`config.mk`:
```
export PLATFORM = sky130hd
export DESIGN_NAME = timer_queue_manager
export DESIGN_NICKNAME = d
export VERILOG_FILES = /design/src/rtl/core/tqm_pkg.sv /design/src/rtl/core/timer_queue_manager.sv
export SDC_FILE = /design/constraint.sdc
export NUM_CORES = 2
export LEC_CHECK = 0
export ABC_CLOCK_PERIOD_IN_PS = 13620
export BUFFER_PORTS_ARGS = -buffer_cell sky130_fd_sc_hd__buf_2
export CELL_PAD_IN_SITES_DETAIL_PLACEMENT = 0
export CELL_PAD_IN_SITES_GLOBAL_PLACEMENT = 1
export CORE_UTILIZATION = 55
export DETAILED_ROUTE_END_ITERATION = 16
export PLACE_DENSITY = 0.77
export SYNTH_ARGS = -nofsm -noshare
export SYNTH_HDL_FRONTEND = slang
export SYNTH_SLANG_ARGS = --single-unit
```
`constraint.sdc`:
```
create_clock -name clk_i -period 13.62 [get_ports clk_i]
set_clock_uncertainty 0.1 [all_clocks]
set_input_delay 0.681 -clock clk_i [delete_from_list [all_inputs] [get_ports clk_i]]
set_output_delay 0.681 -clock clk_i [all_outputs]
set_load 0.01 [all_outputs]
```
`src/rtl/core/tqm_pkg.sv`:
```
// ---------------------------------------------------------------------------
// Timer queue package
// Field widths, command and result codes shared by the timer queue.
// ---------------------------------------------------------------------------
package tqm_pkg;

  localparam int CMD_W    = 2;
  localparam int NOW_W    = 63;
  localparam int IVL_W    = 32;
  localparam int ID_W     = 32;
  localparam int DL_W     = 64;
  localparam int KIND_W   = 3;
  localparam int IN_TDATA_W = 128;

  // most expirations reported by one tick
  localparam int MAX_OUT  = 16;
  localparam int EMIT_W   = $clog2(MAX_OUT);

  // command codes (s_axis_tuser)
  localparam logic [CMD_W-1:0] CMD_ADD    = 2'd0;
  localparam logic [CMD_W-1:0] CMD_REMOVE = 2'd1;
  localparam logic [CMD_W-1:0] CMD_TICK   = 2'd2;

  // result kinds (m_axis_tuser)
  localparam logic [KIND_W-1:0] KIND_ADDED     = 3'd0;
  localparam logic [KIND_W-1:0] KIND_FULL      = 3'd1;
  localparam logic [KIND_W-1:0] KIND_REMOVED   = 3'd2;
  localparam logic [KIND_W-1:0] KIND_NOT_FOUND = 3'd3;
  localparam logic [KIND_W-1:0] KIND_EXPIRED   = 3'd4;
  localparam logic [KIND_W-1:0] KIND_NONE      = 3'd5;

  typedef struct packed {
    logic [KIND_W-1:0] kind;
    logic [ID_W-1:0]   id;
    logic              last;
  } res_t;

endpackage

```
`src/rtl/core/timer_queue_manager.sv`:
```
// ---------------------------------------------------------------------------
// Timer queue manager
// Bounded table of timers with add, remove and tick commands; a tick
// reports the due timers ordered by deadline, then id, then slot.
// ---------------------------------------------------------------------------
// Add goes from the add step to the put step; remove and tick scan the table,
// then decide and put. A tick runs one full table scan through the single
//   slot-memory read port per expiration, up to 16 beats a tick.
// Throughput: one command at a time; s_axis_tready is high only when idle.
// Reset (rst_ni low, async): all slots free, id counter zero, no beat held.
//   Slot contents are not cleared; they are read only behind a valid bit.
// ---------------------------------------------------------------------------
module timer_queue_manager #(
  parameter int MAX_TIMERS = 16
) (
  input  logic                             clk_i,
  input  logic                             rst_ni,
  // command channel
  input  logic                             s_axis_tvalid,
  output logic                             s_axis_tready,
  // tdata, low bit up: now_ms[62:0], interval_ms[94:63], repeat_mode[95],
  //   target_id[127:96]
  input  logic [tqm_pkg::IN_TDATA_W-1:0]   s_axis_tdata,
  // tuser: cmd[1:0]
  input  logic [tqm_pkg::CMD_W-1:0]        s_axis_tuser,
  // result channel
  output logic                             m_axis_tvalid,
  input  logic                             m_axis_tready,
  // tdata: id[31:0]
  output logic [tqm_pkg::ID_W-1:0]         m_axis_tdata,
  // tuser: kind[2:0]
  output logic [tqm_pkg::KIND_W-1:0]       m_axis_tuser,
  output logic                             m_axis_tlast
);

  localparam int IDX_W = (MAX_TIMERS > 1) ? $clog2(MAX_TIMERS) : 1;
  localparam int CNT_W = $clog2(MAX_TIMERS + 1);
  localparam logic [CNT_W-1:0] SCAN_END = CNT_W'(MAX_TIMERS);
  localparam logic [tqm_pkg::EMIT_W-1:0] EMIT_LAST = tqm_pkg::EMIT_W'(tqm_pkg::MAX_OUT - 1);

  // sequencer states
  localparam logic [2:0] ST_IDLE   = 3'd0;
  localparam logic [2:0] ST_ADD    = 3'd1;  // allocate slot, build result
  localparam logic [2:0] ST_SCAN   = 3'd2;  // walk every slot through the read port
  localparam logic [2:0] ST_DECIDE = 3'd3;  // act on scan winner
  localparam logic [2:0] ST_PUT    = 3'd4;  // hand result to output register

  logic [2:0] state_q, state_d;

  // captured command
  logic [tqm_pkg::CMD_W-1:0] cmd_q;
  logic [tqm_pkg::NOW_W-1:0] now_q;
  logic [tqm_pkg::IVL_W-1:0] interval_q;
  logic                      repeat_q;
  logic [tqm_pkg::ID_W-1:0]  target_q;

  // slot table: valid bits in flops, payload in memories
  logic [MAX_TIMERS-1:0]     valid_q;
  logic [tqm_pkg::ID_W-1:0]  mem_id  [MAX_TIMERS];
  logic [tqm_pkg::DL_W-1:0]  mem_dl  [MAX_TIMERS];
  logic [tqm_pkg::IVL_W-1:0] mem_int [MAX_TIMERS];
  logic                      mem_rep [MAX_TIMERS];

  logic [tqm_pkg::ID_W-1:0]  ctr_q, ctr_inc, ctr_next;

  // scan read pipe
  logic [CNT_W-1:0]          scan_cnt_q;
  logic                      issue;
  logic [IDX_W-1:0]          rd_addr;
  logic                      rd_vld_q;
  logic [IDX_W-1:0]          rd_idx_q;
  logic [tqm_pkg::ID_W-1:0]  rd_id_q;
  logic [tqm_pkg::DL_W-1:0]  rd_dl_q;
  logic [tqm_pkg::IVL_W-1:0] rd_int_q;
  logic                      rd_rep_q;

  // scan winner
  logic                      best_vld_q, more_q;
  logic [IDX_W-1:0]          best_idx_q;
  logic [tqm_pkg::ID_W-1:0]  best_id_q;
  logic [tqm_pkg::DL_W-1:0]  best_dl_q;
  logic [tqm_pkg::IVL_W-1:0] best_int_q;
  logic                      best_rep_q;
  logic                      found_q;
  logic [IDX_W-1:0]          found_idx_q;
  logic [tqm_pkg::EMIT_W-1:0] emit_cnt_q;

  // output register
  logic                      m_tvalid_q;
  tqm_pkg::res_t             res_q, res_d, out_q;

  logic acc, out_free, put_load, scan_start, scan_done;
  logic full;
  logic [IDX_W-1:0] free_idx;
  logic cand_due, cand_earlier, take_best, rm_match, take_found;
  logic tick_last;
  logic we_all, we_dl;
  logic [IDX_W-1:0] wr_addr;
  logic [tqm_pkg::IVL_W-1:0] add_b;
  logic [tqm_pkg::DL_W-1:0]  sum;
  logic [tqm_pkg::IVL_W-1:0] in_ivl;

  assign s_axis_tready = (state_q == ST_IDLE);
  assign acc           = s_axis_tvalid && s_axis_tready;
  assign out_free      = !m_tvalid_q || m_axis_tready;
  assign put_load      = (state_q == ST_PUT) && out_free;

  // id counter skips zero on wrap
  assign ctr_inc  = ctr_q + 1'b1;
  assign ctr_next = (ctr_inc == '0) ? tqm_pkg::ID_W'(1) : ctr_inc;

  // lowest free slot
  always_comb begin
    free_idx = '0;
    full     = 1'b1;
    for (int i = MAX_TIMERS - 1; i >= 0; i--) begin
      if (!valid_q[i]) begin
        free_idx = IDX_W'(i);
        full     = 1'b0;
      end
    end
  end

  // shared deadline adder: now plus new interval on add, plus stored
  // interval when a repeating timer is rearmed
  assign add_b = (state_q == ST_ADD) ? interval_q : best_int_q;
  assign sum   = {1'b0, now_q} + {{(tqm_pkg::DL_W - tqm_pkg::IVL_W){1'b0}}, add_b};

  // scan issue and evaluation
  assign issue     = (state_q == ST_SCAN) && (scan_cnt_q < SCAN_END);
  assign rd_addr   = scan_cnt_q[IDX_W-1:0];
  assign scan_done = (state_q == ST_SCAN) && !issue && !rd_vld_q;

  assign cand_due     = valid_q[rd_idx_q] && (rd_dl_q <= {1'b0, now_q});
  assign cand_earlier = (rd_dl_q < best_dl_q) ||
                        ((rd_dl_q == best_dl_q) && (rd_id_q < best_id_q));
  // strict compare: an equal later slot loses, so ties go to the lower slot
  assign take_best    = (state_q == ST_SCAN) && rd_vld_q && (cmd_q == tqm_pkg::CMD_TICK) &&
                        cand_due && (!best_vld_q || cand_earlier);
  assign rm_match     = valid_q[rd_idx_q] && (rd_id_q == target_q);
  assign take_found   = (state_q == ST_SCAN) && rd_vld_q && (cmd_q == tqm_pkg::CMD_REMOVE) &&
                        rm_match && !found_q;

  // last expiration when no other due timer was seen or the beat budget ends
  assign tick_last = !more_q || (emit_cnt_q == EMIT_LAST);

  assign scan_start = (acc && ((s_axis_tuser == tqm_pkg::CMD_REMOVE) ||
                               (s_axis_tuser == tqm_pkg::CMD_TICK))) ||
                      (put_load && !res_q.last);

  assign we_all  = (state_q == ST_ADD) && !full;
  assign we_dl   = (state_q == ST_DECIDE) && (cmd_q == tqm_pkg::CMD_TICK) &&
                   best_vld_q && best_rep_q;
  assign wr_addr = (state_q == ST_ADD) ? free_idx : best_idx_q;

  assign in_ivl = s_axis_tdata[94:63];

  // result for the add and decide steps
  always_comb begin
    res_d = res_q;
    if (state_q == ST_ADD) begin
      if (full) begin
        res_d = '{kind: tqm_pkg::KIND_FULL, id: '0, last: 1'b1};
      end else begin
        res_d = '{kind: tqm_pkg::KIND_ADDED, id: ctr_next, last: 1'b1};
      end
    end else if (state_q == ST_DECIDE) begin
      if (cmd_q == tqm_pkg::CMD_REMOVE) begin
        if (found_q) begin
          res_d = '{kind: tqm_pkg::KIND_REMOVED, id: target_q, last: 1'b1};
        end else begin
          res_d = '{kind: tqm_pkg::KIND_NOT_FOUND, id: '0, last: 1'b1};
        end
      end else if (best_vld_q) begin
        res_d = '{kind: tqm_pkg::KIND_EXPIRED, id: best_id_q, last: tick_last};
      end else begin
        res_d = '{kind: tqm_pkg::KIND_NONE, id: '0, last: 1'b1};
      end
    end
  end

  // next state
  always_comb begin
    state_d = state_q;
    case (state_q)
      ST_IDLE: begin
        if (acc) begin
          case (s_axis_tuser)
            tqm_pkg::CMD_ADD:    state_d = ST_ADD;
            tqm_pkg::CMD_REMOVE: state_d = ST_SCAN;
            tqm_pkg::CMD_TICK:   state_d = ST_SCAN;
            default:             state_d = ST_IDLE;   // unknown command dropped
          endcase
        end
      end
      ST_ADD:    state_d = ST_PUT;
      ST_SCAN:   if (scan_done) state_d = ST_DECIDE;
      ST_DECIDE: state_d = ST_PUT;
      ST_PUT: begin
        if (out_free) state_d = res_q.last ? ST_IDLE : ST_SCAN;
      end
      default:   state_d = ST_IDLE;
    endcase
  end

  // control registers
  always_ff @(posedge clk_i or negedge rst_ni) begin
    if (!rst_ni) begin
      state_q    <= ST_IDLE;
      valid_q    <= '0;
      ctr_q      <= '0;
      scan_cnt_q <= '0;
      rd_vld_q   <= 1'b0;
      best_vld_q <= 1'b0;
      more_q     <= 1'b0;
      found_q    <= 1'b0;
      emit_cnt_q <= '0;
      m_tvalid_q <= 1'b0;
    end else begin
      state_q  <= state_d;
      rd_vld_q <= issue;
      if (issue) scan_cnt_q <= scan_cnt_q + 1'b1;

      if (acc) emit_cnt_q <= '0;

      if (scan_start) begin
        scan_cnt_q <= '0;
        best_vld_q <= 1'b0;
        more_q     <= 1'b0;
        found_q    <= 1'b0;
      end else begin
        if (take_best) best_vld_q <= 1'b1;
        // a second due timer means the current pick is not the last
        if ((state_q == ST_SCAN) && rd_vld_q && (cmd_q == tqm_pkg::CMD_TICK) &&
            cand_due && best_vld_q) begin
          more_q <= 1'b1;
        end
        if (take_found) found_q <= 1'b1;
      end

      if (we_all) begin
        valid_q[free_idx] <= 1'b1;
        ctr_q             <= ctr_next;
      end

      if (state_q == ST_DECIDE) begin
        if (cmd_q == tqm_pkg::CMD_REMOVE) begin
          if (found_q) valid_q[found_idx_q] <= 1'b0;
        end else if (best_vld_q) begin
          if (!best_rep_q) valid_q[best_idx_q] <= 1'b0;
          emit_cnt_q <= emit_cnt_q + 1'b1;
        end
      end

      if (put_load) begin
        m_tvalid_q <= 1'b1;
      end else if (m_axis_tready) begin
        m_tvalid_q <= 1'b0;
      end
    end
  end

  // datapath registers and slot memories
  always_ff @(posedge clk_i) begin
    if (acc) begin
      cmd_q      <= s_axis_tuser;
      now_q      <= s_axis_tdata[62:0];
      interval_q <= (in_ivl == '0) ? tqm_pkg::IVL_W'(1) : in_ivl;
      repeat_q   <= s_axis_tdata[95];
      target_q   <= s_axis_tdata[127:96];
    end

    if (we_all) begin
      mem_id[wr_addr]  <= ctr_next;
      mem_int[wr_addr] <= interval_q;
      mem_rep[wr_addr] <= repeat_q;
    end
    if (we_all || we_dl) mem_dl[wr_addr] <= sum;

    rd_idx_q <= rd_addr;
    rd_id_q  <= mem_id[rd_addr];
    rd_dl_q  <= mem_dl[rd_addr];
    rd_int_q <= mem_int[rd_addr];
    rd_rep_q <= mem_rep[rd_addr];

    if (take_best) begin
      best_idx_q <= rd_idx_q;
      best_id_q  <= rd_id_q;
      best_dl_q  <= rd_dl_q;
      best_int_q <= rd_int_q;
      best_rep_q <= rd_rep_q;
    end
    if (take_found) found_idx_q <= rd_idx_q;

    if ((state_q == ST_ADD) || (state_q == ST_DECIDE)) res_q <= res_d;
    if (put_load) out_q <= res_q;
  end

  assign m_axis_tvalid = m_tvalid_q;
  assign m_axis_tdata  = out_q.id;
  assign m_axis_tuser  = out_q.kind;
  assign m_axis_tlast  = out_q.last;

  // assigned, removed and expired ids are never zero; other kinds carry zero
  a_id_nonzero: assert property (@(posedge clk_i) disable iff (!rst_ni)
    m_axis_tvalid && ((m_axis_tuser == tqm_pkg::KIND_ADDED) ||
                      (m_axis_tuser == tqm_pkg::KIND_REMOVED) ||
                      (m_axis_tuser == tqm_pkg::KIND_EXPIRED))
    |-> (m_axis_tdata != '0))
    else $error("reported timer id is zero");

  a_id_zero: assert property (@(posedge clk_i) disable iff (!rst_ni)
    m_axis_tvalid && ((m_axis_tuser == tqm_pkg::KIND_FULL) ||
                      (m_axis_tuser == tqm_pkg::KIND_NOT_FOUND) ||
                      (m_axis_tuser == tqm_pkg::KIND_NONE))
    |-> (m_axis_tdata == '0) && m_axis_tlast)
    else $error("status beat carries id or is not last");

  // returning to idle only after the final beat was loaded
  a_idle_after_last: assert property (@(posedge clk_i) disable iff (!rst_ni)
    put_load && res_q.last |=> s_axis_tready && m_axis_tvalid && m_axis_tlast)
    else $error("command ended without a last beat");

  // no scan read in flight while a new command can be taken
  a_no_read_idle: assert property (@(posedge clk_i) disable iff (!rst_ni)
    s_axis_tready |-> !rd_vld_q)
    else $error("scan read pending in idle");

endmodule

```
==> After elaboration in Yosys (flattened, before gate mapping) <==
Memory sizes are Yosys's and may differ from the RTL's. A register that Yosys moved wholly into a read port is not among the register bits.
Index checks and enable logic that the tools add are counted.
{ "totals": {"regBits": 408, "ramBits": 2064, "out_inout_bits": 38, "mem_count": 4} }
{ "op_classes": {"addsub": 4, "n_lt_le_gt_ge": 11, "eq_ne": 14, "muxes": 79, "n_bitwise": 5, "n_reduce_logical": 55} }
{ "mem_list": {"columns": ["memory", "depth", "word_bits", "read_ports", "rd_clocked_by_memory_dff", "write_ports", "line", "source"], "rows": [
  ["mem_dl", 16, 64, 1, 1, 1, "timer_queue_manager.sv:60", "logic [tqm_pkg::DL_W-1:0] mem_dl [MAX_TIMERS];"],
  ["mem_id", 16, 32, 1, 1, 1, "timer_queue_manager.sv:59", "logic [tqm_pkg::ID_W-1:0] mem_id [MAX_TIMERS];"],
  ["mem_int", 16, 32, 1, 1, 1, "timer_queue_manager.sv:61", "logic [tqm_pkg::IVL_W-1:0] mem_int [MAX_TIMERS];"],
  ["mem_rep", 16, 1, 1, 1, 1, "timer_queue_manager.sv:62", "logic mem_rep [MAX_TIMERS];"]
]} }
{ "op_table": {"columns": ["operator", "n"], "rows": [
  ["$mux 36", 3],
  ["$mux 34", 3],
  ["$mux 16", 6],
  ["$mux 4", 21],
  ["$add 63x32->64", 1],
  ["$eq 64x64->1", 1],
  ["$le 64x63->1", 1],
  ["$logic_not 32->1", 2],
  ["$lt 64x64->1", 1],
  ["$mux 32", 2],
  ["$add 32x1->32 const B", 1],
  ["$and 16x16->16", 2],
  ["$eq 32x32->1", 1],
  ["$lt 32x32->1", 1],
  ["$mux 1", 32],
  ["$not 16->16", 2],
  ["$logic_and 1x1->1", 25],
  ["$lt 4x5->1 const B", 4],
  ["$or 16x16->16", 1],
  ["$demux 1 s4", 3],
  ["$ge 4x1->1 const B", 3],
  ["$pmux 3 s4", 1],
  ["$reduce_bool 2->1", 6],
  ["$mux 5", 2],
  ["other kinds (22)", 43]
]} }

==> Logic depth before layout (Yosys ltp) <==
{ "depth": {"depth_word": 27, "ltp_mapped": 19, "mapped_depth_nobuf": 15} }

==> Worst setup path before layout <==
No wires, ideal clock.
{ "synth_path": {"kind": "flip-flop to flip-flop", "startpoint": "reg now_q[59] (netlist name)", "endpoint": "reg best_dl_q[0] (netlist name) (enable)", "arrival_ps": 8703, "setup_slack_ps": 4148, "path_stages_with_launch": 11, "n_path_buf": 0, "synth_period_minus_slack_ps": 9472, "cell_sequence": "edfxtp_1 > inv_1 > ha_1 > nand3_1 > or3_1 > nor4_1 > nand3_1 > nor4_1 > a21o_1 > o311ai_0 > a21oi_1"} }
{ "synth_between": {"elab_chain_cells": 4} }
{ "synth_lines": {"columns": ["element", "line", "source"], "rows": [
  ["start: declaration", "timer_queue_manager.sv:52", "logic [tqm_pkg::NOW_W-1:0] now_q;"],
  ["start signal: assignment", "timer_queue_manager.sv:267", "now_q <= s_axis_tdata[62:0];"],
  ["$le 64x63->1", "timer_queue_manager.sv:134", "assign cand_due = valid_q[rd_idx_q] && (rd_dl_q <= {1'b0, now_q});"],
  ["$logic_and 1x1->1", "timer_queue_manager.sv:134", null],
  ["$logic_and 1x1->1", "timer_queue_manager.sv:138", "assign take_best = (state_q == ST_SCAN) && rd_vld_q && (cmd_q == tqm_pkg::CMD_TICK) &&"],
  ["$logic_and 1x1->1", "timer_queue_manager.sv:139", "cand_due && (!best_vld_q || cand_earlier);"],
  ["via take_best", "timer_queue_manager.sv:95", "logic cand_due, cand_earlier, take_best, rm_match, take_found;"],
  ["end signal: assignment", "timer_queue_manager.sv:289", "best_dl_q <= rd_dl_q;"],
  ["end: declaration", "timer_queue_manager.sv:81", "logic [tqm_pkg::DL_W-1:0] best_dl_q;"]
]} }
The timed path passes the listed nets, and every way through them passes these cells.
A chain may end at the register's enable or synchronous reset.

==> Worst setup path after layout <==
{ "layout_path": {"startpoint": "reg state_q[2]", "endpoint": "mem mem_dl[8][62] (netlist name) (data pin)"} }
{ "layout_between": {"elab_chain_cells": 3} }
{ "layout_lines": {"columns": ["element", "line", "source"], "rows": [
  ["start: declaration", "timer_queue_manager.sv:48", "logic [2:0] state_q, state_d;"],
  ["start signal: assignment", "timer_queue_manager.sv:220", "state_q <= state_d;"],
  ["$eq 3x1->1", "timer_queue_manager.sv:126", "assign add_b = (state_q == ST_ADD) ? interval_q : best_int_q;"],
  ["$mux 32", "timer_queue_manager.sv:126", null],
  ["$add 63x32->64", "timer_queue_manager.sv:127", "assign sum = {1'b0, now_q} + {{(tqm_pkg::DL_W - tqm_pkg::IVL_W){1'b0}}, add_b};"],
  ["via sum (one bit)", "timer_queue_manager.sv:100", "logic [tqm_pkg::DL_W-1:0] sum;"],
  ["end: declaration", "timer_queue_manager.sv:60", null]
]} }
The timed path passes the listed nets, and every way through them passes these cells.

==> flow_metrics.tcl <==
set metrics [dict create \
    status "finished clean" \
    clkTransAtPathRegs_ns 0.06 \
    maxSlewHeadroom 0.05428 \
    route.detailed.drc 0 \
    final_layout_size_suffix_gt1_frac 0.2441 \
    hold_path_class "in -> reg" \
    start_kind "flip-flop" \
    synthesis.instances 5050 \
    p_sw_frac 0.2779 \
    place_congestion 0.8891 \
    dieArea_um2 187600 \
    yosys-top-cells-area "edfxtp_1 (71%), mux4_2 (14%), dfxtp_1 (2.6%), ha_1 (2.4%), dfrtp_1 (1.6%)" \
    setup_tns_ns 0 \
    clkPwrFrac 0.322 \
    slew_viol_final 0 \
    grt_pass1_vias 51745 \
    peakVddDrop_uv 276.5 \
    ant_nets 0 \
    area_growth_pct 13.88 \
    criticalPathCategory "reg -> reg" \
    antenna_found_initial 9 \
    p_per_area_nw_per_um2 190.5 \
    critical_path_arrival_ns 6.13 \
    vias_per_cell 6.229 \
    clock_latency_ns 0.95 \
    synth_ff_type "edfxtp_1" \
    cp_cell_sequence "nand2b_1 -> nor2_4 -> buf_4 -> nand2_1 -> nand2_1 -> ha_1 -> fa_1 -> a211oi_1 -> or3_1 -> nand3_1 -> a41o_1 -> a21oi_1 -> o21a_1 -> buf_4 -> or3_1 -> xnor2_1" \
    drt-total-wl_um 250200 \
    synth_top_area_share 0.7060 \
    synth-seq-cells 2601 \
    max_stage_delay_ns 0.85 \
    syn_area_per_cell_um2 20.24 \
    io_buffers 171 \
    synthArstFlopShare 0.02499 \
    required_ns 14.09 \
    cts_setup_buffers 0 \
    grt.total_usage 0.2712 \
    overflow 0 \
    grt_setup_unrepaired "no" \
    initial_core_util 0.5559 \
    drtIter0Drc 5247 \
    min_period_ns 5.661 \
    dr.pass1.iters 5 \
    pin_count 172 \
    synth.distinct_cells 79 \
    grt_pass1_wl_um 360900 \
    yosysSeqAreaShare 0.7480 \
    routedWlPerCell_um 30.57 \
    coreArea_um2 183900 \
    tightest_slew_ns 1.414 \
    grt_max_degree 147 \
    leakage_uw 0.03807 \
    synth_top_area_cell "edfxtp_1" \
    rows 157 \
    dpl.hpwl_um 144600 \
    finalCritPeriodShare 0.4156 \
    yosys_warnings 0 \
    slowest_stage "xnor2_1" \
    cts.sinks 2601 \
    cts_tree "yes" \
    nNetsFinal 5848 \
    netlist_area_um2 102200 \
    cts-buffers-inserted 277 \
    post-place-ws_ns 7.987 \
    hold_violations 0 \
    synth_edf_count 2403 \
    clk_path_buf_depth 4 \
    cts_root_buf "clkbuf_16" \
    worst_setup_path_end_kind "flip-flop" \
    htree_num_levels 5 \
    seqPwrFrac 0.460 \
    setup_viol 0 \
    layout_setup_ws_ns 7.959 \
    fp.dieW_um 433.1 \
    cp_max_fo 72 \
    die_height_um 433.1 \
    drv_cap 0 \
    p_int_uw 16010 \
    syn-num-nets 5379 \
    clock.fmax_mhz 176.7 \
    power_switching_uw 6162 \
    vias 50978 \
    p_comb_frac 0.219 \
]
-- worst paths after layout --
kind,endpoint,cells past startpoint,slack (ns),startpoint
max,mem_dl[8][62],16,7.96,state_q[2]
min,interval_q[0],2,0.25,s_axis_tdata[63]
max reg2reg,mem_dl[8][62],16,7.96,state_q[2]
min reg2reg,best_int_q[3],0,0.29,rd_int_q[3]
max in group asynchronous,scan_cnt_q[1],3,12.22,rst_ni
min in group asynchronous,ctr_q[8],3,0.43,rst_ni
-- power by group through the flow --
stage | registers (uW) | clock network [uW] | logic, uW
4_1_cts | 10200 | 7220 | 4900
6_report | 10200 | 7130 | 4850
2_1_floorplan | 9930 | 0 | 3560
3_3_place_gp | 10300 | 0 | 4800
5_1_grt | 10200 | 7520 | 5200
3_5_place_dp | 10400 | 0 | 4840
-- placed cells by master, fill, tap and decap left out, drive strengths merged, types with 6 or more instances in the layout --
cell,synthesis,layout
a22oi,35,35
edfxtp,2403,2403
nand4,70,70
clkinv,0,83
o211ai,10,10
nor3,35,35
and4,8,8
nand3,50,50
mux4,650,650
xnor2,98,98
buf,66,287
and2,8,8
bufinv,0,14
a221oi,7,7
and3,19,19
o21bai,10,10
o31ai,6,6
a211oi,11,11
inv,199,204
nor4,33,33
a21oi,91,91
a31oi,13,13
nor2,122,122
or3,8,8
nand2,217,217
dlygate4sd3,0,132
dfrtp,65,65
nand2b,18,18
o22ai,23,23
nor2b,22,22
o21ai,78,78
xor2,59,59
clkinvlp,0,10
dfxtp,133,133
ha,194,194
a21o,47,47
clkbuf,163,364
o21a,11,11
-- cell families after synthesis --
family,share of synthesized area
DFF,0.7480
muxes,0.1435
and+or+nand+nor,0.03029
buffers and inverters,0.01602
AOI/OAI and AO/OA,0.02479
adders and majority gates,0.02394
xor gates and xnor gates,0.01345
-- per-stage QoR --
stage                     instances  power, uW  area [um^2]  utilization  hold WS (ns)
after floorplan                5050      13490       102200            -        0.2454
after global placement         7571      15140       106500       0.5792        0.2895
after detailed placement       7571      15190       106500       0.5792        0.2887
after CTS                      8178      22310       116300       0.6325      0.002235
after global routing           8181      22940       116400       0.6330        0.2051
final                          8184      22170       116400       0.6330        0.2549
-- critical path: cells and delay by family (launching register included) --
| family | cells | cell delay (ns) |
|---|---|---|
| and+or+nand+nor | 7 | 1.60 |
| buffers and inverters | 2 | 0.92 |
| xor gates and xnor gates | 1 | 0.85 |
| AOI/OAI and AO/OA | 4 | 0.82 |
| adders and majority gates | 2 | 0.48 |
| DFF | 1 | 0.46 |
-- flip-flops by register name, indices dropped and copies added (netlist names), 5 cells and up --
signal,flops
mem_id,512
mem_dl,1024
target_q,32
rd_int_q,32
interval_q,32
rd_id_q,32
m_axis_tdata,32
best_dl_q,64
mem_rep,16
scan_cnt_q,5
rd_dl_q,64
ctr_q,32
res_q,36
best_int_q,32
now_q,63
best_id_q,32
valid_q,16
mem_int,512
-- routing by layer --
layer | up-vias | global-route usage | part of all wire
met5 | - | 0 | 0
met4 | 0 | 0.08336 | 0.031
met3 | 390 | 0.04678 | 0.072
met2 | 2054 | 0.4557 | 0.51
met1 | 27022 | 0.3651 | 0.39
li1 | 21512 | - | -
-- cell type report --
class | count | area [um^2]
clock inverter | 112 | 927.1
timing repair buffer | 419 | 3110
clock buffer | 364 | 7579
sequential | 2601 | 76460
inverter | 199 | 747.0
tap | 2464 | 3083
multi-input combinational | 2021 | 24470
fill | 12377 | 67470
antenna | 4 | 10.01
-- cells in the mapped netlist, drive strengths merged (18+ instances only) --
cell and instances:
edfxtp 2403, mux4 650, nand2 217, inv 199, ha 194, clkbuf 163
dfxtp 133, nor2 122, xnor2 98, a21oi 91, o21ai 78, nand4 70
buf 66, dfrtp 65, xor2 59, nand3 50, a21o 47, a22oi 35
nor3 35, nor4 33, o22ai 23, nor2b 22, and3 19, nand2b 18
-- what timing repair did --
item,in CTS,in global routing
hold buffers,131,1
resized for setup,0,0
setup endpoints to repair,0,0
endpoints found under the hold margin,196,1
Power figures use the tool's default switching activity.
